**config.mk**
```make
export PLATFORM = sky130hd
export DESIGN_NAME = tile_pixel_unpack_block_place_flat
export DESIGN_NICKNAME = d
export VERILOG_FILES = /design/src/rtl/tpu_pkg.sv /design/src/rtl/tpu_if.sv /design/src/rtl/tpu_front.sv /design/src/rtl/tpu_queue.sv /design/src/rtl/tpu_back.sv /design/src/rtl/tile_pixel_unpack_block_place.sv /design/src/flat_wrapper.sv
export SDC_FILE = /design/constraint.sdc
export NUM_CORES = 1
export LEC_CHECK = 0
export BUFFER_PORTS_ARGS = -buffer_cell sky130_fd_sc_hd__clkbuf_2
export CORE_MARGIN = 1.5
export CORE_UTILIZATION = 60
export CTS_CLUSTER_DIAMETER = 40
export DETAILED_ROUTE_END_ITERATION = 10
export PLACE_DENSITY = 0.8
export SLEW_MARGIN = 20
export SYNTH_ARGS = -nofsm -noshare
export SYNTH_HDL_FRONTEND = slang
export SYNTH_HIERARCHICAL = 1
export SYNTH_SLANG_ARGS = --single-unit
```
**constraint.sdc**
```tcl
create_clock -name clk -period 13.8 [get_ports clk]
set_input_delay 0.69 -clock clk [delete_from_list [all_inputs] [get_ports clk]]
set_output_delay 0.69 -clock clk [all_outputs]
set_load 0.01 [all_outputs]
```
**src/rtl/tpu_pkg.sv**
```systemverilog
package tpu_pkg;

  localparam int MAX_TILE_SIDE_DEF = 16;
  localparam int BLOCK_COUNT_DEF   = 1024;
  localparam int QUEUE_DEPTH       = 4;
  localparam int CFG_IDX_W         = 3;
  localparam int CFG_DATA_W        = 5;

  typedef enum logic [CFG_IDX_W-1:0] {
    REG_TILE_WIDTH  = 3'd0,
    REG_TILE_HEIGHT = 3'd1,
    REG_DEPTH       = 3'd2,
    REG_KIND        = 3'd3
  } reg_idx_t;

  typedef enum logic [1:0] {
    DEPTH_1BPP = 2'd0,
    DEPTH_2BPP = 2'd1,
    DEPTH_4BPP = 2'd2,
    DEPTH_8BPP = 2'd3
  } depth_t;

  typedef enum logic [2:0] {
    KIND_1X1 = 3'd0,
    KIND_1X2 = 3'd1,
    KIND_2X1 = 3'd2,
    KIND_2X2 = 3'd3,
    KIND_3X3 = 3'd4,
    KIND_4X4 = 3'd5,
    KIND_4X6 = 3'd6,
    KIND_UNUSED = 3'd7
  } kind_t;

  // tiles per block, indexed by kind (unused kind acts as 1x1)
  localparam logic [4:0] KIND_AREA [8] = '{5'd1, 5'd2, 5'd2, 5'd4, 5'd9, 5'd16, 5'd24, 5'd1};

  typedef struct packed {
    logic [4:0] tile_width;
    logic [4:0] tile_height;
    depth_t     depth;
    kind_t      kind;
  } cfg_t;

  typedef struct packed {
    logic [7:0] data;
    logic [2:0] last_idx;
  } q_item_t;

  typedef struct packed {
    logic [1:0] tc;
    logic [2:0] tr;
  } tile_pos_t;

  // index of the final pixel taken from one byte
  function automatic logic [2:0] pixels_last_idx(depth_t d);
    logic [2:0] r;
    case (d)
      DEPTH_1BPP: r = 3'd7;
      DEPTH_2BPP: r = 3'd3;
      DEPTH_4BPP: r = 3'd1;
      DEPTH_8BPP: r = 3'd0;
      default:    r = 3'd0;
    endcase
    return r;
  endfunction

  // tile column and row of tile t within the block
  function automatic tile_pos_t place_tile(logic [4:0] t, kind_t kind);
    tile_pos_t p;
    p.tc = 2'd0;
    p.tr = 3'd0;
    case (kind)
      KIND_1X2, KIND_2X2: begin
        p.tc = t[2:1];
        p.tr = {2'b00, t[0]};
      end
      KIND_3X3: begin
        if (t >= 5'd6) begin
          p.tc = 2'd2;
          p.tr = 3'(t - 5'd6);
        end else if (t >= 5'd3) begin
          p.tc = 2'd1;
          p.tr = 3'(t - 5'd3);
        end else begin
          p.tc = 2'd0;
          p.tr = t[2:0];
        end
      end
      KIND_4X4: begin
        p.tc = t[3:2];
        p.tr = {1'b0, t[1:0]};
      end
      KIND_4X6: begin
        if (t < 5'd16) begin
          p.tc = t[3:2];
          p.tr = {1'b0, t[1:0]};
        end else begin
          // bottom rows: vertical pairs left to right
          p.tc = t[2:1];
          p.tr = 3'd4 + {2'b00, t[0]};
        end
      end
      default: begin
        p.tc = t[1:0];
        p.tr = 3'd0;
      end
    endcase
    return p;
  endfunction

endpackage

```
**src/rtl/tpu_if.sv**
```systemverilog
interface tpu_byte_if;
  logic       valid;
  logic       ready;
  logic [7:0] data_byte;
  modport source (output valid, output data_byte, input ready);
  modport sink   (input valid, input data_byte, output ready);
endinterface

interface tpu_pix_if;
  logic       valid;
  logic       ready;
  logic [7:0] pixel_value;
  logic [5:0] column;
  logic [6:0] row;
  logic [9:0] block_number;
  logic       last_of_byte;
  logic       last_of_block;
  modport source (output valid, output pixel_value, output column, output row,
                  output block_number, output last_of_byte, output last_of_block,
                  input ready);
  modport sink   (input valid, input pixel_value, input column, input row,
                  input block_number, input last_of_byte, input last_of_block,
                  output ready);
endinterface

interface tpu_cfg_if;
  import tpu_pkg::*;
  logic                  valid;
  logic                  ready;
  logic [CFG_IDX_W-1:0]  index;
  logic [CFG_DATA_W-1:0] data;
  modport source (output valid, output index, output data, input ready);
  modport sink   (input valid, input index, input data, output ready);
endinterface

```
**src/rtl/tpu_front.sv**
```systemverilog
module tpu_front (
  input  logic             clk,
  input  logic             rst_n,
  tpu_byte_if.sink         in_bus,
  input  tpu_pkg::depth_t  depth,
  output tpu_pkg::q_item_t q_item,
  output logic             q_valid,
  input  logic             q_ready
);
  import tpu_pkg::*;

  logic    vld_r;
  q_item_t item_r;

  assign in_bus.ready = !vld_r || q_ready;
  assign q_valid      = vld_r;
  assign q_item       = item_r;

  always_ff @(posedge clk) begin
    if (!rst_n) begin
      vld_r <= 1'b0;
    end else if (in_bus.ready) begin
      vld_r <= in_bus.valid;
    end
  end

  // tag each byte with the index of its final pixel
  always_ff @(posedge clk) begin
    if (in_bus.valid && in_bus.ready) begin
      item_r.data     <= in_bus.data_byte;
      item_r.last_idx <= pixels_last_idx(depth);
    end
  end

endmodule

```
**src/rtl/tpu_queue.sv**
```systemverilog
module tpu_queue #(
  parameter int DEPTH = tpu_pkg::QUEUE_DEPTH
) (
  input  logic             clk,
  input  logic             rst_n,
  input  tpu_pkg::q_item_t wr_item,
  input  logic             wr_valid,
  output logic             wr_ready,
  output tpu_pkg::q_item_t rd_item,
  output logic             rd_valid,
  input  logic             rd_ready
);
  import tpu_pkg::*;

  localparam int PTR_W = (DEPTH > 1) ? $clog2(DEPTH) : 1;
  localparam int CNT_W = $clog2(DEPTH + 1);

  q_item_t          mem_r [DEPTH];
  logic [PTR_W-1:0] wr_ptr_r, rd_ptr_r;
  logic [CNT_W-1:0] count_r;
  logic             push, pop;

  assign wr_ready = count_r != CNT_W'(DEPTH);
  assign rd_valid = count_r != '0;
  assign rd_item  = mem_r[rd_ptr_r];
  assign push     = wr_valid && wr_ready;
  assign pop      = rd_valid && rd_ready;

  function automatic logic [PTR_W-1:0] ptr_inc(logic [PTR_W-1:0] p);
    return (p == PTR_W'(DEPTH - 1)) ? '0 : p + PTR_W'(1);
  endfunction

  always_ff @(posedge clk) begin
    if (!rst_n) begin
      wr_ptr_r <= '0;
      rd_ptr_r <= '0;
      count_r  <= '0;
    end else begin
      if (push) wr_ptr_r <= ptr_inc(wr_ptr_r);
      if (pop)  rd_ptr_r <= ptr_inc(rd_ptr_r);
      if (push && !pop) begin
        count_r <= count_r + CNT_W'(1);
      end else if (pop && !push) begin
        count_r <= count_r - CNT_W'(1);
      end
    end
  end

  always_ff @(posedge clk) begin
    if (push) mem_r[wr_ptr_r] <= wr_item;
  end

endmodule

```
**src/rtl/tpu_back.sv**
```systemverilog
module tpu_back #(
  parameter int MAX_TILE_SIDE = tpu_pkg::MAX_TILE_SIDE_DEF,
  parameter int BLOCK_COUNT   = tpu_pkg::BLOCK_COUNT_DEF
) (
  input  logic             clk,
  input  logic             rst_n,
  input  tpu_pkg::cfg_t    cfg,
  input  logic             pos_clear,
  input  tpu_pkg::q_item_t q_item,
  input  logic             q_valid,
  output logic             q_ready,
  tpu_pix_if.source        out_bus
);
  import tpu_pkg::*;

  localparam int SIDE_W = (MAX_TILE_SIDE > 1) ? $clog2(MAX_TILE_SIDE) : 1;
  localparam int BC_W   = (BLOCK_COUNT > 1) ? $clog2(BLOCK_COUNT) : 1;

  // byte being split
  logic [7:0]        byte_r;
  logic [2:0]        last_idx_r, pix_idx_r;
  logic              have_r;
  // position counters
  logic [SIDE_W-1:0] pir_r, rit_r;
  logic [4:0]        tib_r;
  logic [BC_W-1:0]   blk_r;
  // output register
  logic              out_vld_r;
  logic [7:0]        px_r;
  logic [5:0]        col_r;
  logic [6:0]        row_r;
  logic [9:0]        bnum_r;
  logic              lbyte_r, lblk_r;

  logic [4:0]  tw, th;
  logic        advance, last_px;
  logic        pir_end, rit_end, tib_end;
  logic [7:0]  value, byte_nxt;
  logic [7:0]  col_sum, row_sum;
  logic [31:0] blk_wide;
  tile_pos_t   tp;

  function automatic logic [4:0] clamp_side(logic [4:0] v);
    logic [4:0] r;
    if (v == 5'd0) r = 5'd1;
    else if (32'(v) > MAX_TILE_SIDE) r = 5'(MAX_TILE_SIDE);
    else r = v;
    return r;
  endfunction

  assign tw      = clamp_side(cfg.tile_width);
  assign th      = clamp_side(cfg.tile_height);
  assign advance = have_r && (!out_vld_r || out_bus.ready);
  assign last_px = pix_idx_r == last_idx_r;
  assign q_ready = !have_r || (advance && last_px);

  always_comb begin
    case (cfg.depth)
      DEPTH_1BPP: begin
        value    = {7'd0, byte_r[7]};
        byte_nxt = byte_r << 1;
      end
      DEPTH_2BPP: begin
        value    = {6'd0, byte_r[7:6]};
        byte_nxt = byte_r << 2;
      end
      DEPTH_4BPP: begin
        value    = {4'd0, byte_r[7:4]};
        byte_nxt = byte_r << 4;
      end
      default: begin
        value    = byte_r;
        byte_nxt = 8'd0;
      end
    endcase
  end

  assign tp       = place_tile(tib_r, cfg.kind);
  assign col_sum  = 8'(tp.tc) * 8'(tw) + 8'(pir_r);
  assign row_sum  = 8'(tp.tr) * 8'(th) + 8'(rit_r);
  assign blk_wide = 32'(blk_r);

  assign pir_end = (7'(pir_r) + 7'd1) >= 7'(tw);
  assign rit_end = (7'(rit_r) + 7'd1) >= 7'(th);
  assign tib_end = (6'(tib_r) + 6'd1) >= 6'(KIND_AREA[cfg.kind]);

  always_ff @(posedge clk) begin
    if (!rst_n) begin
      have_r    <= 1'b0;
      out_vld_r <= 1'b0;
      pir_r     <= '0;
      rit_r     <= '0;
      tib_r     <= '0;
      blk_r     <= '0;
    end else begin
      if (q_ready && q_valid) begin
        have_r <= 1'b1;
      end else if (advance && last_px) begin
        have_r <= 1'b0;
      end

      if (advance) begin
        out_vld_r <= 1'b1;
      end else if (out_bus.ready) begin
        out_vld_r <= 1'b0;
      end

      if (pos_clear) begin
        pir_r <= '0;
        rit_r <= '0;
        tib_r <= '0;
      end else if (advance) begin
        if (pir_end) begin
          pir_r <= '0;
          if (rit_end) begin
            rit_r <= '0;
            if (tib_end) begin
              tib_r <= '0;
              blk_r <= (blk_r == BC_W'(BLOCK_COUNT - 1)) ? '0 : blk_r + BC_W'(1);
            end else begin
              tib_r <= tib_r + 5'd1;
            end
          end else begin
            rit_r <= rit_r + SIDE_W'(1);
          end
        end else begin
          pir_r <= pir_r + SIDE_W'(1);
        end
      end
    end
  end

  always_ff @(posedge clk) begin
    if (q_ready && q_valid) begin
      byte_r     <= q_item.data;
      last_idx_r <= q_item.last_idx;
      pix_idx_r  <= 3'd0;
    end else if (advance) begin
      byte_r    <= byte_nxt;
      pix_idx_r <= pix_idx_r + 3'd1;
    end
    if (advance) begin
      px_r    <= value;
      col_r   <= col_sum[5:0];
      row_r   <= row_sum[6:0];
      bnum_r  <= blk_wide[9:0];
      lbyte_r <= last_px;
      lblk_r  <= pir_end && rit_end && tib_end;
    end
  end

  assign out_bus.valid         = out_vld_r;
  assign out_bus.pixel_value   = px_r;
  assign out_bus.column        = col_r;
  assign out_bus.row           = row_r;
  assign out_bus.block_number  = bnum_r;
  assign out_bus.last_of_byte  = lbyte_r;
  assign out_bus.last_of_block = lblk_r;

endmodule

```
**src/rtl/tile_pixel_unpack_block_place.sv**
```systemverilog
// packed pixel tile unpacker with block placement
// in_bus: one packed byte per item, valid/ready; out_bus: one pixel per item
// with its column and row inside the current block of tiles and the block index
// cfg_bus: register writes (tile width, tile height, depth, block kind), always
// ready; write only while the block is idle; any write to a known register
// restarts the position at the top left of a new block, the block index is kept
// a byte passes the input stage, the queue and the split stage before its first
// pixel is valid, then one pixel per cycle while out_bus.ready allows it
// a byte gives 8 >> depth pixels (2 at 4 bits per pixel); the split stage loads
// one pixel into the output register a cycle unless the output is stalled
// reset: position and block index clear to zero, registers take their defaults,
// queue empties; no clearing pass is needed
// stall: the output register holds while out_bus.ready is low; the split stage,
// the queue and the input stage keep filling and in_bus.ready drops only when
// all of them are full
module tile_pixel_unpack_block_place #(
  parameter int MAX_TILE_SIDE = tpu_pkg::MAX_TILE_SIDE_DEF,
  parameter int BLOCK_COUNT   = tpu_pkg::BLOCK_COUNT_DEF
) (
  input  logic      clk,
  input  logic      rst_n,
  tpu_byte_if.sink  in_bus,
  tpu_pix_if.source out_bus,
  tpu_cfg_if.sink   cfg_bus
);
  import tpu_pkg::*;

  // configuration registers
  logic [4:0] tw_r, th_r;
  depth_t     depth_r;
  kind_t      kind_r;
  cfg_t       cfg;
  logic       cfg_wr, pos_clear;

  // front to queue, queue to back
  q_item_t fr_item, q_item;
  logic    fr_valid, fr_ready_q;
  logic    q_valid, q_ready;

  assign cfg_bus.ready = 1'b1;
  assign cfg_wr        = cfg_bus.valid && cfg_bus.ready;

  // only writes to a known register restart the position
  always_comb begin
    case (reg_idx_t'(cfg_bus.index))
      REG_TILE_WIDTH, REG_TILE_HEIGHT, REG_DEPTH, REG_KIND: pos_clear = cfg_wr;
      default: pos_clear = 1'b0;
    endcase
  end

  always_ff @(posedge clk) begin
    if (!rst_n) begin
      tw_r    <= 5'd8;
      th_r    <= 5'd8;
      depth_r <= DEPTH_4BPP;
      kind_r  <= KIND_1X1;
    end else if (cfg_wr) begin
      case (reg_idx_t'(cfg_bus.index))
        REG_TILE_WIDTH:  tw_r    <= cfg_bus.data;
        REG_TILE_HEIGHT: th_r    <= cfg_bus.data;
        REG_DEPTH:       depth_r <= depth_t'(cfg_bus.data[1:0]);
        REG_KIND:        kind_r  <= kind_t'(cfg_bus.data[2:0]);
        default: ;
      endcase
    end
  end

  assign cfg.tile_width  = tw_r;
  assign cfg.tile_height = th_r;
  assign cfg.depth       = depth_r;
  assign cfg.kind        = kind_r;

  // input stage: takes bytes and tags them with the index of their final pixel
  tpu_front u_front (
    .clk     (clk),
    .rst_n   (rst_n),
    .in_bus  (in_bus),
    .depth   (depth_r),
    .q_item  (fr_item),
    .q_valid (fr_valid),
    .q_ready (fr_ready_q)
  );

  // short queue so the input side and the pixel side stall apart
  tpu_queue #(
    .DEPTH (QUEUE_DEPTH)
  ) u_queue (
    .clk      (clk),
    .rst_n    (rst_n),
    .wr_item  (fr_item),
    .wr_valid (fr_valid),
    .wr_ready (fr_ready_q),
    .rd_item  (q_item),
    .rd_valid (q_valid),
    .rd_ready (q_ready)
  );

  // split stage: one pixel a cycle unless stalled, position counters, output register
  tpu_back #(
    .MAX_TILE_SIDE (MAX_TILE_SIDE),
    .BLOCK_COUNT   (BLOCK_COUNT)
  ) u_back (
    .clk       (clk),
    .rst_n     (rst_n),
    .cfg       (cfg),
    .pos_clear (pos_clear),
    .q_item    (q_item),
    .q_valid   (q_valid),
    .q_ready   (q_ready),
    .out_bus   (out_bus)
  );

`ifndef NO_ASSERTIONS
  // pixel value never exceeds the configured depth (checked at 1 and 4 bits per pixel)
  a_pix_1bpp: assert property (@(posedge clk) disable iff (!rst_n)
    out_bus.valid && depth_r == DEPTH_1BPP |-> out_bus.pixel_value[7:1] == 7'd0)
    else $error("pixel value wider than 1 bit");

  a_pix_4bpp: assert property (@(posedge clk) disable iff (!rst_n)
    out_bus.valid && depth_r == DEPTH_4BPP |-> out_bus.pixel_value[7:4] == 4'd0)
    else $error("pixel value wider than 4 bits");

  // at 8 bits per pixel every pixel closes its byte
  a_8bpp_last: assert property (@(posedge clk) disable iff (!rst_n)
    out_bus.valid && depth_r == DEPTH_8BPP |-> out_bus.last_of_byte)
    else $error("8 bpp pixel not marked last of byte");

  // a tagged byte in the input stage waits while the queue is full
  a_front_hold: assert property (@(posedge clk) disable iff (!rst_n)
    fr_valid && !fr_ready_q |=> fr_valid)
    else $error("input stage dropped a byte");
`endif

endmodule

```
**src/flat_wrapper.sv**
```systemverilog
// flat-port wrapper written by rule: the top's interface ports become plain ports
module tile_pixel_unpack_block_place_flat import tpu_pkg::*;
#(
  parameter int MAX_TILE_SIDE = tpu_pkg::MAX_TILE_SIDE_DEF,
  parameter int BLOCK_COUNT   = tpu_pkg::BLOCK_COUNT_DEF
)
  (clk, rst_n, in_bus_valid, in_bus_data_byte, in_bus_ready, out_bus_valid, out_bus_pixel_value, out_bus_column, out_bus_row, out_bus_block_number, out_bus_last_of_byte, out_bus_last_of_block, out_bus_ready, cfg_bus_valid, cfg_bus_index, cfg_bus_data, cfg_bus_ready);
  tpu_byte_if in_bus_i ();
  tpu_pix_if out_bus_i ();
  tpu_cfg_if cfg_bus_i ();
  input  logic clk;
  input  logic rst_n;
  input wire logic [$bits(in_bus_i.valid)-1:0] in_bus_valid;
  input wire logic [$bits(in_bus_i.data_byte)-1:0] in_bus_data_byte;
  output wire logic [$bits(in_bus_i.ready)-1:0] in_bus_ready;
  output wire logic [$bits(out_bus_i.valid)-1:0] out_bus_valid;
  output wire logic [$bits(out_bus_i.pixel_value)-1:0] out_bus_pixel_value;
  output wire logic [$bits(out_bus_i.column)-1:0] out_bus_column;
  output wire logic [$bits(out_bus_i.row)-1:0] out_bus_row;
  output wire logic [$bits(out_bus_i.block_number)-1:0] out_bus_block_number;
  output wire logic [$bits(out_bus_i.last_of_byte)-1:0] out_bus_last_of_byte;
  output wire logic [$bits(out_bus_i.last_of_block)-1:0] out_bus_last_of_block;
  input wire logic [$bits(out_bus_i.ready)-1:0] out_bus_ready;
  input wire logic [$bits(cfg_bus_i.valid)-1:0] cfg_bus_valid;
  input wire logic [$bits(cfg_bus_i.index)-1:0] cfg_bus_index;
  input wire logic [$bits(cfg_bus_i.data)-1:0] cfg_bus_data;
  output wire logic [$bits(cfg_bus_i.ready)-1:0] cfg_bus_ready;
  assign in_bus_i.valid = in_bus_valid;
  assign in_bus_i.data_byte = in_bus_data_byte;
  assign in_bus_ready = in_bus_i.ready;
  assign out_bus_valid = out_bus_i.valid;
  assign out_bus_pixel_value = out_bus_i.pixel_value;
  assign out_bus_column = out_bus_i.column;
  assign out_bus_row = out_bus_i.row;
  assign out_bus_block_number = out_bus_i.block_number;
  assign out_bus_last_of_byte = out_bus_i.last_of_byte;
  assign out_bus_last_of_block = out_bus_i.last_of_block;
  assign out_bus_i.ready = out_bus_ready;
  assign cfg_bus_i.valid = cfg_bus_valid;
  assign cfg_bus_i.index = cfg_bus_index;
  assign cfg_bus_i.data = cfg_bus_data;
  assign cfg_bus_ready = cfg_bus_i.ready;
  tile_pixel_unpack_block_place #(.MAX_TILE_SIDE(MAX_TILE_SIDE), .BLOCK_COUNT(BLOCK_COUNT)) u_core (.clk(clk), .rst_n(rst_n), .in_bus(in_bus_i), .out_bus(out_bus_i), .cfg_bus(cfg_bus_i));
endmodule
```
# Yosys cells after proc, flatten, opt, wreduce, memory -nomap -nowiden
# Memory sizes are Yosys's and may differ from the RTL's. A register that Yosys moved wholly into a read port is not among the register bits.
# Cells that the tools add are included.
# totals
output_inout_bits	36
latch_bits	0
mem_bits_ro	40
memories	2
ramBits	44
input_bits	21
register_bits	106
# classes
n_mux	32
multipliers	2
shifts	0
n_eq_ne	16
magnitude_cmp	9
n_addsub	17
n_reduce_logical	36
bitwise_logic	3
div_mod_pow	0
# mem_list
name	depth	word_bits	rd	rd_clocked_by_memory_dff	wr	line	text
u_core.u_queue.mem_r	4	11	1	1	1	tpu_queue.sv:18	q_item_t mem_r [DEPTH];
(no name shown)	8	5	1	0	0	tpu_back.sv:85	assign tib_end = (6'(tib_r) + 6'd1) >= 6'(KIND_AREA[cfg.kind]);
# op_table
op	n
$pmux 8 s3	2
$mux 5	9
$pmux 5 s4	1
$mux 8	2
$mux 4	3
$pmux 3 s4	1
$add 10x1->10 const B	1
$add 4x1->5 const B	2
$eq 10x10->1 const B	1
$ge 5x5->1	2
$gt 5x5->1 const B	2
$logic_not 5->1	2
$mux 10	1
$reduce_and 2->1	5
$eq 3x2->1 const B	3
$eq 3x3->1 const B	3
$logic_and 1x1->1	9
$add 4x1->4 const B	2
$eq 2x2->1 const B	4
$mux 2	4
$reduce_bool 2->1	4
$add 7x4->7	1
$mul 3x5->7	1
$mux 1	7
31 further kinds	43

# Depth between registers and ports, before layout
# Gate-level depths: netlist of the first run.
# logic_depth
ltp_word	9
mapped_depth	18
mapped_depth_nobuf	17

# Modules after synthesis
# The synthesis of the first run kept the hierarchy.
# modules_own_cells
mod	instances	seq_area_each_um2	area_per_inst_um2	cells_per_inst
tpu_back	1	1881.8	4600.7	464
tpu_queue	1	1501.4	2063.2	108
tile_pixel_unpack_block_place	1	300.3	628.1	61
tpu_front	1	350.3	399.1	19

# Worst setup path before layout of the first run
# No wires, ideal clock.
# synth_path
path_type	reg2reg
startpoint	register u_core.u_back.tib_r[0]
endpoint	register u_core.u_back.row_r[6] (netlist: u_core/u_back/out_bus.row[6]) (data pin)
setup_time_ns	0.260
n_path_buf	1
t_arrival_ns	4.267
t_required_ns	13.540
path_slack_ns	9.273
stages_incl_launch_ff	19
period_less_slack_ns	4.527
cell_sequence	dfxtp_1 clkbuf_1 inv_1 ha_1 a2111oi_2 a21boi_1 a221oi_1 o22ai_1 nand3_1 fa_1 inv_1 fa_1 ha_1 a21o_1 a21oi_1 o21bai_1 a21oi_1 xnor2_1 xnor2_1
# synth_between
elab_chain_cells	6
elab_cells_between_ends	12
# synth_lines
item	line	text
from (decl)	tpu_back.sv:25	logic [4:0] tib_r;
from (signal assigned)	tpu_back.sv:121	tib_r <= tib_r + 5'd1;
$ge 5x2->1 or $sub 3x2->3 (tied branches)	tpu_pkg.sv:81, tpu_pkg.sv:83	
$mux 4	tpu_pkg.sv:81	end else if (t >= 5'd3) begin
$mux 5	tpu_pkg.sv:78	if (t >= 5'd6) begin
$pmux 5 s4 *	tpu_pkg.sv:72	case (kind)
$mul 3x5->7 *	tpu_back.sv:80	assign row_sum = 8'(tp.tr) * 8'(th) + 8'(rit_r);
$add 7x4->7 *	tpu_back.sv:80	
via u_core.u_back.row_sum[6]	tpu_back.sv:39	logic [7:0] col_sum, row_sum;
to (signal assigned)	tpu_back.sv:145	row_r <= row_sum[6:0];
to (decl)	tpu_back.sv:31	logic [6:0] row_r;
# The timed path passes the listed nets; every way through them passes the cells marked *.
# A chain may end at the register's enable or synchronous reset.

# Worst setup path in the final report of the first run
# Same ends and word-level chain as after synthesis.

==> results of run 1 <==
[worst max-delay path: stages, from the launching register on]
cell	delay (ns)
dfxtp_1	0.51
inv_1	0.11
ha_1	0.22
a2111oi_2	0.58
a21boi_1	0.38
a221oi_1	0.13
o22ai_1	0.35
nand3_1	0.18
fa_1	0.53
inv_1	0.05
fa_1	0.47
ha_1	0.31
a21o_1	0.18
a21oi_1	0.21
o21bai_1	0.09
a21oi_1	0.17
xnor2_1	0.17
xnor2_1	0.11
[registers in the layout, indices dropped and copies added, names as in the netlist, 3 cells and up, named ones only]
signal / count
u_core/kind_r: 3
u_core/u_back/last_idx_r: 3
u_core/u_back/byte_r: 8
u_core/u_back/out_bus.block_number: 10
u_core/u_back/pir_r: 4
u_core/tw_r: 5
u_core/u_back/rit_r: 4
u_core/u_queue/count_r: 3
u_core/u_back/blk_r: 10
u_core/u_back/out_bus.row: 7
u_core/u_queue/mem_r: 44
u_core/u_back/tib_r: 5
u_core/u_back/out_bus.pixel_value: 8
u_core/th_r: 5
u_core/u_back/pix_idx_r: 3
u_core/u_front/q_item: 11
u_core/u_back/out_bus.column: 6
[placed cells by master, fill, tap and decap left out, types with 12 or more instances in the layout]
| cell type | n |
|---|---|
| edfxtp_1 | 99 |
| nand2_1 | 63 |
| clkbuf_2 | 55 |
| dfxtp_1 | 53 |
| ha_1 | 50 |
| inv_1 | 36 |
| a21oi_1 | 31 |
| nor2_1 | 27 |
| mux2i_1 | 26 |
| nor2b_1 | 22 |
| nand3_1 | 20 |
| xnor2_1 | 20 |
| clkbuf_16 | 17 |
| o21ai_0 | 17 |
| nand2b_1 | 12 |
| mux4_2 | 12 |
[metal layers]
metal	track usage (%)	vias up	share of wire, %
li1	-	2462	-
met1	28.7	2447	42
met2	38.4	138	51
met3	5.03	17	5.1
met4	7.56	0	1.3
met5	0	-	0
[worst max path at each step]
stage | to | startpoint | slack, ns | depth (start not counted)
CTS | u_core/u_back/out_bus.row[6]$_DFFE_PP_ | u_core/u_back/tib_r[0]$_SDFFE_PP0P_ | 8.78 | 17
global route | u_core/u_back/out_bus.row[6]$_DFFE_PP_ | u_core/u_back/tib_r[0]$_SDFFE_PP0P_ | 8.49 | 17
floorplan | u_core/u_back/out_bus.row[6]$_DFFE_PP_ | u_core/u_back/tib_r[0]$_SDFFE_PP0P_ | 9.27 | 18
finish | u_core/u_back/out_bus.row[6]$_DFFE_PP_ | u_core/u_back/tib_r[0]$_SDFFE_PP0P_ | 8.78 | 17
detailed placement | u_core/u_back/out_bus.row[6]$_DFFE_PP_ | u_core/u_back/tib_r[0]$_SDFFE_PP0P_ | 8.85 | 17
global placement | u_core/u_back/out_bus.row[6]$_DFFE_PP_ | u_core/u_back/tib_r[0]$_SDFFE_PP0P_ | 9.16 | 17
[cell type report]
cell class                 count  area share, %
sequential                   152           46.6
multi-input combinational    438           39.4
clock buffer                  18           4.96
timing repair buffer          56           3.27
tap                          172           2.49
clock inverter                14           1.61
inverter                      37           1.61
[cells by family (layout without fill, tap and decap cells)]
| logic type | count (synthesis) | in the layout | synth area share [%] |
|---|---|---|---|
| buf+inv | 62 | 125 | 3.20 |
| compound gates | 94 | 94 | 7.89 |
| simple gates | 213 | 213 | 14.9 |
| mux | 40 | 40 | 7.19 |
| xor+xnor | 29 | 29 | 3.30 |
| other cells | 1 | 1 | 0.0488 |
| flops | 152 | 152 | 52.4 |
| fa+ha+maj | 61 | 61 | 11.0 |
[per-stage QoR]
| stage | worst slack [ns] | power [W] |
|---|---|---|
| after CTS | 8.78 | 0.00136 |
| after global routing | 8.49 | 0.00142 |
| final | 8.78 | 0.00135 |
| after global placement | 9.16 | 0.000891 |
| after floorplan | 9.27 | 0.000818 |
| after detailed placement | 8.85 | 0.000908 |
[report_power, final]
part	switching [W]	internal (W)	total, W
sequential	0.0000514	0.000581	0.000633
clock	0.000194	0.000253	0.000447
combinational	0.000151	0.000114	0.000265
==> impl_metrics.env, run 1 <==
export IMPL_outcome="complete, no violations"
export IMPL_power_density_mw_per_mm2=156
export IMPL_tightest_slew_ns=1.15
export IMPL_ys_seq_elements=152
export IMPL_ys_warnings_count=6
export IMPL_hold_end="u_core/u_front/q_item[6]$_DFFE_PP_"
export IMPL_placed_cells=855
export IMPL_relSlewSlack_pct=23.1
export IMPL_vdd_ir_drop_max_mv=0.123
export IMPL_required_ns=13.97
export IMPL_synth_edff_count=99
export IMPL_finalSetupTns_ns=0
export IMPL_cts_root_buffer="clkbuf_16"
export IMPL_grt_pass1_vias=4749
export IMPL_netlist_area_leader_share_pct=38.7
export IMPL_start_kind="register"
export IMPL_fillers=850
export IMPL_cp_end_kind="register"
export IMPL_syn_inst=652
export IMPL_synth_area_per_cell_um2=11.8
export IMPL_viasPerCell=5.71
export IMPL_seq_area_mm2=0.00403
export IMPL_syn_to_final_growth_pct=12.5
export IMPL_hold_path_startpoint="in_bus_data_byte[3]"
export IMPL_drt_first_pass_iters=5
export IMPL_diodes=0
export IMPL_worstReg2RegEnd="u_core/u_back/out_bus.row[6]$_DFFE_PP_"
export IMPL_min_period_over_period_pct=36.4
export IMPL_start_util_pct=61.2
export IMPL_htreeDepth=4
export IMPL_crit_reg2reg_launch="u_core/u_back/tib_r[0]$_SDFFE_PP0P_"
export IMPL_num_rows=41
export IMPL_netlist_area_mm2=0.00769
export IMPL_nets=784
export IMPL_drc=0
export IMPL_ys_flop_type="edfxtp_1"
export IMPL_ant_nets=0
export IMPL_finalClockSkew_ns=0.00434
export IMPL_cap_viol_max_count=0
export IMPL_worst_ep_arrival_time_ns=5.19
export IMPL_critPathKind="register to register"
export IMPL_synth_cell_types=67
export IMPL_hold_depth=1
export IMPL_core_area_mm2=0.0126
export IMPL_num_vias=5064
export IMPL_post_cts_buffers=0
export IMPL_synth_most_common_cell="edfxtp_1"
export IMPL_clkSinkCount=152
export IMPL_die_w_um=116
export IMPL_postCtsResizedCells=0
export IMPL_hold_viol=0
export IMPL_port_buffers=55
export IMPL_drv_slew=0
export IMPL_period_needed_ns=5.02
export IMPL_routed_wirelength_mm=14.1
export IMPL_multi_input_area_mm2=0.00341
export IMPL_design_area_mm2=0.00865
export IMPL_p_leak_nw=3.50
export IMPL_drt_iter0_markers=327
export IMPL_rsz0062_at_grt="no"
export IMPL_wl_per_cell_um=15.9
export IMPL_worst_r2r_setup_slack_ns=8.78
export IMPL_grt_overflow_total=0
export IMPL_final_cells=887
export IMPL_gp_congestion=0.883
export IMPL_dieHeight_um=116
export IMPL_finalSetupViolCount=0
export IMPL_cts_tree="built"
export IMPL_place_area_mm2=0.00808
export IMPL_hold_slack_ns=0.433
export IMPL_antenna_found_initial=0
export IMPL_die_area_mm2=0.0135
export IMPL_yosys_area_top_type="edfxtp_1"
export IMPL_postCtsHoldBufs=0
export IMPL_synthArstFlopShare_pct=0
export IMPL_insertion_delay_ns=0.43
export IMPL_hp_class="input port to register"
export IMPL_final_util_pct=68.8
export IMPL_cp_max_fo=10
export IMPL_fmax_mhz=199
export IMPL_cts_clk_slew_worst_paths_ns=0.06
export IMPL_ys_top_cells_by_count="99 x edfxtp_1, 63 x nand2_1, 53 x dfxtp_1, 50 x ha_1, 36 x inv_1"
export IMPL_drive_gt1_share_pct=16.6
export IMPL_ys_seq_area_share_pct=52.4
export IMPL_grt_max_degree=49
export IMPL_dp_hpwl_mm=9.85
export IMPL_io_pins=57
export IMPL_grt_pass1_wl_mm=23.1
export IMPL_rr_worst_depth=17
export IMPL_cts_buffer_depth=2
export IMPL_cts_made_buffers=17
export IMPL_syn_nets=734
export IMPL_synth_top_cells_by_area="edfxtp_1 39%, dfxtp_1 14%, ha_1 8.1%"
export IMPL_track_usage_pct=22.5
Power figures use the tool's default switching activity.
==> run 2: changes to the inputs <==
==> constraint.sdc (replaced) <==
create_clock -name clk -period 4.85 [get_ports clk]
set_input_delay 0.2425 -clock clk [delete_from_list [all_inputs] [get_ports clk]]
set_output_delay 0.2425 -clock clk [all_outputs]
set_load 0.01 [all_outputs]
==> impl_metrics.env, run 2 (synthesis results as in run 1) <==
export IMPL_fmax_mhz=213
export IMPL_setup_ws_ns=0.164
export IMPL_critPathKind="register to register"
export IMPL_num_rows=41
export IMPL_drc=0
export IMPL_wl_per_cell_um=16.5
export IMPL_htreeDepth=4
export IMPL_power_density_mw_per_mm2=441
export IMPL_hold_path_startpoint="in_bus_valid"
export IMPL_io_pins=57
export IMPL_routed_wirelength_mm=14.9
export IMPL_final_cell_mix="99 x edfxtp_1, 63 x nand2_1, 55 x clkbuf_2"
export IMPL_grt_pass1_vias=4946
export IMPL_period_needed_ns=4.69
export IMPL_track_usage_pct=23.0
export IMPL_hp_class="input port to register"
export IMPL_worst_ep_arrival_time_ns=4.86
export IMPL_antenna_found_initial=0
export IMPL_grt_overflow_total=0
export IMPL_cts_buffer_depth=2
export IMPL_relSlewSlack_pct=38.8
export IMPL_dieHeight_um=116
export IMPL_fillers=853
export IMPL_start_kind="register"
export IMPL_multi_input_area_mm2=0.00345
export IMPL_required_ns=5.03
export IMPL_grt_max_degree=49
export IMPL_hold_depth=3
export IMPL_tightest_slew_ns=0.916
export IMPL_grt_pass1_wl_mm=23.5
export IMPL_cap_viol_max_count=0
export IMPL_syn_to_final_growth_pct=15.1
export IMPL_port_buffers=55
export IMPL_dp_hpwl_mm=9.91
export IMPL_cp_end_kind="register"
export IMPL_hold_end="u_core/u_front/q_valid$_SDFFE_PN0P_"
export IMPL_worst_r2r_setup_slack_ns=0.16
export IMPL_drt_first_pass_iters=5
export IMPL_cts_root_buffer="clkbuf_16"
export IMPL_num_vias=5141
export IMPL_finalSetupTns_ns=0
export IMPL_cts_made_buffers=17
export IMPL_viasPerCell=5.71
export IMPL_core_area_mm2=0.0126
export IMPL_gp_congestion=0.914
export IMPL_finalSetupViolCount=0
export IMPL_clkSinkCount=152
export IMPL_hold_viol=0
export IMPL_drv_slew=0
export IMPL_die_w_um=116
export IMPL_outcome="complete, no violations"
export IMPL_drive_gt1_share_pct=17.9
export IMPL_cts_tree="built"
export IMPL_die_area_mm2=0.0135
export IMPL_seq_area_mm2=0.00403
export IMPL_rr_worst_depth=15
export IMPL_ant_nets=0
export IMPL_crit_reg2reg_launch="u_core/u_back/tib_r[1]$_SDFFE_PP0P_"
export IMPL_vdd_ir_drop_max_mv=0.305
export IMPL_dpl_worst_slack_ns=0.105
export IMPL_p_leak_nw=3.59
export IMPL_worstReg2RegEnd="u_core/u_back/out_bus.row[6]$_DFFE_PP_"
export IMPL_min_period_over_period_pct=96.6
export IMPL_finalClockSkew_ns=0.00953
export IMPL_cp_max_fo=10
export IMPL_regMostFlops="u_core/u_queue/mem_r"
export IMPL_drt_iter0_markers=329
export IMPL_nets=797
export IMPL_start_util_pct=61.2
export IMPL_diodes=0
export IMPL_insertion_delay_ns=0.43
export IMPL_layout_commonest_cell="edfxtp_1"
export IMPL_largest_reg_flops=44
export IMPL_cts_clk_slew_worst_paths_ns=0.06
[run 2: worst max-delay path, cell delays in order (launching register included)]
cell	delay [ns]
dfxtp_1	0.43
ha_1	0.33
a2111oi_4	0.47
a21oi_1	0.12
or3b_1	0.47
nand2b_1	0.20
fa_1	0.54
inv_1	0.05
fa_1	0.48
ha_1	0.31
a21o_1	0.19
a21oi_1	0.29
o21bai_1	0.10
a21oi_1	0.20
xnor2_1	0.15
xnor2_1	0.10
[run 2: where the power goes]
| group | internal (W) | switching (W) | leakage (nW) |
|---|---|---|---|
| Combinational | 0.000328 | 0.000426 | 1.93 |
| Sequential | 0.00165 | 0.000146 | 1.36 |
| Clock | 0.000780 | 0.000569 | 0.295 |
[run 2: worst max-delay path by stage]
stage / start / to / slack (ns)
after floorplan: u_core/u_back/tib_r[0]$_SDFFE_PP0P_ / u_core/u_back/out_bus.row[6]$_DFFE_PP_ / 0.32
after global placement: u_core/u_back/tib_r[1]$_SDFFE_PP0P_ / u_core/u_back/out_bus.row[6]$_DFFE_PP_ / 0.35
after detailed placement: u_core/u_back/tib_r[1]$_SDFFE_PP0P_ / u_core/u_back/out_bus.row[6]$_DFFE_PP_ / 0.10
after CTS: u_core/u_back/tib_r[1]$_SDFFE_PP0P_ / u_core/u_back/out_bus.row[6]$_DFFE_PP_ / 0.007
after global routing: u_core/u_back/tib_r[1]$_SDFFE_PP0P_ / u_core/u_back/out_bus.row[6]$_DFFE_PP_ / -0.03
final: u_core/u_back/tib_r[1]$_SDFFE_PP0P_ / u_core/u_back/out_bus.row[6]$_DFFE_PP_ / 0.16
[run 2: what timing repair did]
action                                  CTS  global route
pin swaps                                 0             1
hold buffers                              8             0
setup buffers                             0             4
gates resized for setup                   2             4
hold endpoints to repair                  8             0
endpoints found under the setup margin    1             1
[run 2: metal layers]
metal	vias up	part of all wire (%)	track usage (%)
met3	30	3.9	4.93
li1	2479	-	-
met1	2484	42	27.6
met5	-	0	0
met4	0	2.2	9.19
met2	148	52	40.4
[run 2: through the flow]
step	util (%)	hold slack [ns]	instance area (um2)	power [W]	instances
detailed placement	64.4	0.421	8090	0.00258	856
global route	70.4	0.0316	8850	0.00408	900
floorplan	-	0.341	7690	0.00233	652
CTS	69.9	0.0334	8790	0.00393	896
global placement	64.4	0.420	8090	0.00253	856
finish	70.4	0.0406	8850	0.00390	900
[run 2: final cells by class]
class,count,share of cell area (%)
multi-input cells,438,39.0
inverters,37,1.57
clock inverters,15,2.09
well taps,172,2.43
repair buffers,69,4.52
clock buffers,17,4.80
flip-flops and latches,152,45.6
==> run 3: changes to the inputs <==
--- a/config.mk
+++ b/config.mk
@@ -6,10 +6,11 @@
 export NUM_CORES = 1
 export LEC_CHECK = 0
 export BUFFER_PORTS_ARGS = -buffer_cell sky130_fd_sc_hd__clkbuf_2
-export CORE_MARGIN = 1.5
+export CORE_MARGIN = 8
 export CORE_UTILIZATION = 60
 export CTS_CLUSTER_DIAMETER = 40
 export DETAILED_ROUTE_END_ITERATION = 10
+export MAX_ROUTING_LAYER = met4
 export PLACE_DENSITY = 0.8
 export SLEW_MARGIN = 20
 export SYNTH_ARGS = -nofsm -noshare
==> impl_metrics.env, run 3 (synthesis results as in run 1) <==
export IMPL_required_ns=5.02
export IMPL_cp_top_family="compound AO/OA/AOI/OAI gates"
export IMPL_dp_hpwl_mm=10.0
export IMPL_crit_reg2reg_launch="u_core/u_back/tib_r[1]$_SDFFE_PP0P_"
export IMPL_htreeDepth=4
export IMPL_p_leak_nw=3.56
export IMPL_worstReg2RegEnd="u_core/u_back/out_bus.row[6]$_DFFE_PP_"
export IMPL_cts_root_buffer="clkbuf_16"
export IMPL_power_density_mw_per_mm2=442
export IMPL_rr_worst_depth=16
export IMPL_syn_to_final_growth_pct=14.5
export IMPL_grt_max_degree=49
export IMPL_ant_nets=0
export IMPL_die_area_mm2=0.0167
export IMPL_grt_overflow_total=0
export IMPL_cts_clk_slew_worst_paths_ns=0.06
export IMPL_final_cell_mix="99 x edfxtp_1, 63 x nand2_1, 55 x clkbuf_2"
export IMPL_critPathKind="register to register"
export IMPL_drive_gt1_share_pct=17.1
export IMPL_dieHeight_um=129
export IMPL_num_vias=5132
export IMPL_cts_buffer_depth=2
export IMPL_worst_ep_arrival_time_ns=4.75
export IMPL_drv_slew=0
export IMPL_hold_end="u_core/u_front/q_valid$_SDFFE_PN0P_"
export IMPL_cp_end_kind="register"
export IMPL_viasPerCell=5.72
export IMPL_nets=794
export IMPL_drt_first_pass_iters=7
export IMPL_drc=0
export IMPL_period_needed_ns=4.58
export IMPL_die_w_um=129
export IMPL_hold_viol=0
export IMPL_layout_commonest_cell="edfxtp_1"
export IMPL_finalSetupTns_ns=0
export IMPL_drt_iter0_markers=327
export IMPL_total_power_w=0.00389
export IMPL_start_kind="register"
export IMPL_wl_per_cell_um=16.1
export IMPL_track_usage_pct=18.6
export IMPL_worst_r2r_setup_slack_ns=0.27
export IMPL_clkSinkCount=152
export IMPL_cp_max_fo=10
export IMPL_num_rows=41
export IMPL_cts_made_buffers=17
export IMPL_cp_num_buf_inv=1
export IMPL_slowest_stage="fa_1"
export IMPL_hold_depth=3
export IMPL_largest_reg_flops=44
export IMPL_core_area_mm2=0.0126
export IMPL_grt_pass1_vias=5148
export IMPL_finalSetupViolCount=0
export IMPL_hold_path_startpoint="in_bus_valid"
export IMPL_port_buffers=55
export IMPL_routed_wirelength_mm=14.5
export IMPL_start_util_pct=61.2
export IMPL_hp_class="input port to register"
export IMPL_vdd_ir_drop_max_mv=0.356
export IMPL_io_pins=57
export IMPL_outcome="complete, no violations"
export IMPL_rsz0062_at_grt="no"
export IMPL_min_period_over_period_pct=94.5
export IMPL_finalClockSkew_ns=0.00813
export IMPL_cts_tree="built"
export IMPL_diodes=0
export IMPL_fmax_mhz=218
export IMPL_regMostFlops="u_core/u_queue/mem_r"
export IMPL_tightest_slew_ns=0.936
export IMPL_path_cells="ha_1 -> a2111oi_4 -> a21boi_2 -> a221oi_1 -> o22ai_2 -> nand3_1 -> fa_1 -> inv_1 -> fa_1 -> ha_1 -> a21o_1 -> a21oi_1 -> o21bai_1 -> a21oi_1 -> xnor2_1 -> xnor2_1"
export IMPL_final_cells=897
export IMPL_grt_pass1_wl_mm=23.5
export IMPL_cap_viol_max_count=0
export IMPL_insertion_delay_ns=0.42
export IMPL_hold_slack_ns=0.0504
export IMPL_antenna_found_initial=0
export IMPL_relSlewSlack_pct=36.9
export IMPL_gp_congestion=0.915
export IMPL_cpPeakStageDelay_ns=0.52
export IMPL_placed_cells=857
==> run 3: worst max path at each step <==
| stage | from | endpoint | depth (start not counted) |
|---|---|---|---|
| 2_1_floorplan | u_core/u_back/tib_r[0]$_SDFFE_PP0P_ | u_core/u_back/out_bus.row[6]$_DFFE_PP_ | 18 |
| 3_3_place_gp | u_core/u_back/tib_r[1]$_SDFFE_PP0P_ | u_core/u_back/out_bus.row[6]$_DFFE_PP_ | 16 |
| 3_5_place_dp | u_core/u_back/tib_r[1]$_SDFFE_PP0P_ | u_core/u_back/out_bus.row[6]$_DFFE_PP_ | 16 |
| 4_1_cts | u_core/u_back/tib_r[1]$_SDFFE_PP0P_ | u_core/u_back/out_bus.row[6]$_DFFE_PP_ | 16 |
| 5_1_grt | u_core/u_back/tib_r[1]$_SDFFE_PP0P_ | u_core/u_back/out_bus.row[6]$_DFFE_PP_ | 16 |
| 6_report | u_core/u_back/tib_r[1]$_SDFFE_PP0P_ | u_core/u_back/out_bus.row[6]$_DFFE_PP_ | 16 |
==> run 3: through the flow <==
stage                     setup slack, ns  utilization, %  cell area, um2
after global routing               0.0134            70.0            8800
after CTS                          0.0425            69.8            8780
after floorplan                     0.323               -            7690
after detailed placement           0.0786            64.4            8100
final                               0.269            70.0            8800
after global placement              0.343            64.4            8100
==> run 3: area by class of cell <==
type / count / area [um2]
multi-input combinational: 438 / 3440
clock inverter: 13 / 156
tap: 172 / 215
timing repair buffer: 66 / 378
inverter: 37 / 139
fill: 848 / 3760
sequential: 152 / 4030
clock buffer: 19 / 443
==> run 3: worst reg2reg max path, delay by kind of cell (launching register included) <==
family                   cells  cell delay [ns]
AND/OR/NAND/NOR              1             0.14
XOR/XNOR                     2             0.26
adder cells (fa/ha/maj)      4             1.64
AO/OA/AOI/OAI                8             1.82
flip-flops                   1             0.42
buffers and inverters        1             0.05
==> run 3: timing repair <==
| item | CTS | global route |
|---|---|---|
| resized for setup | 0 | 4 |
| setup buffers | 0 | 0 |
| hold endpoints to repair | 8 | 0 |
| endpoints found under the setup margin | 0 | 1 |
| hold buffers | 8 | 0 |
==> run 3: routing by layer <==
layer,vias to the layer above,routed length (um),GRT usage (%)
met5,-,0,-
met4,0,251,7.95
met3,23,514,4.64
met2,100,7630,32.1
met1,2528,6060,19.9
li1,2481,-,-
==> run 3: power breakdown <==
| group | leakage [nW] | switching (W) | internal, W |
|---|---|---|---|
| logic | 1.91 | 0.000429 | 0.000329 |
| registers | 1.36 | 0.000147 | 0.00165 |
| clock network | 0.294 | 0.000540 | 0.000787 |
| total | 3.56 | 0.00112 | 0.00277 |
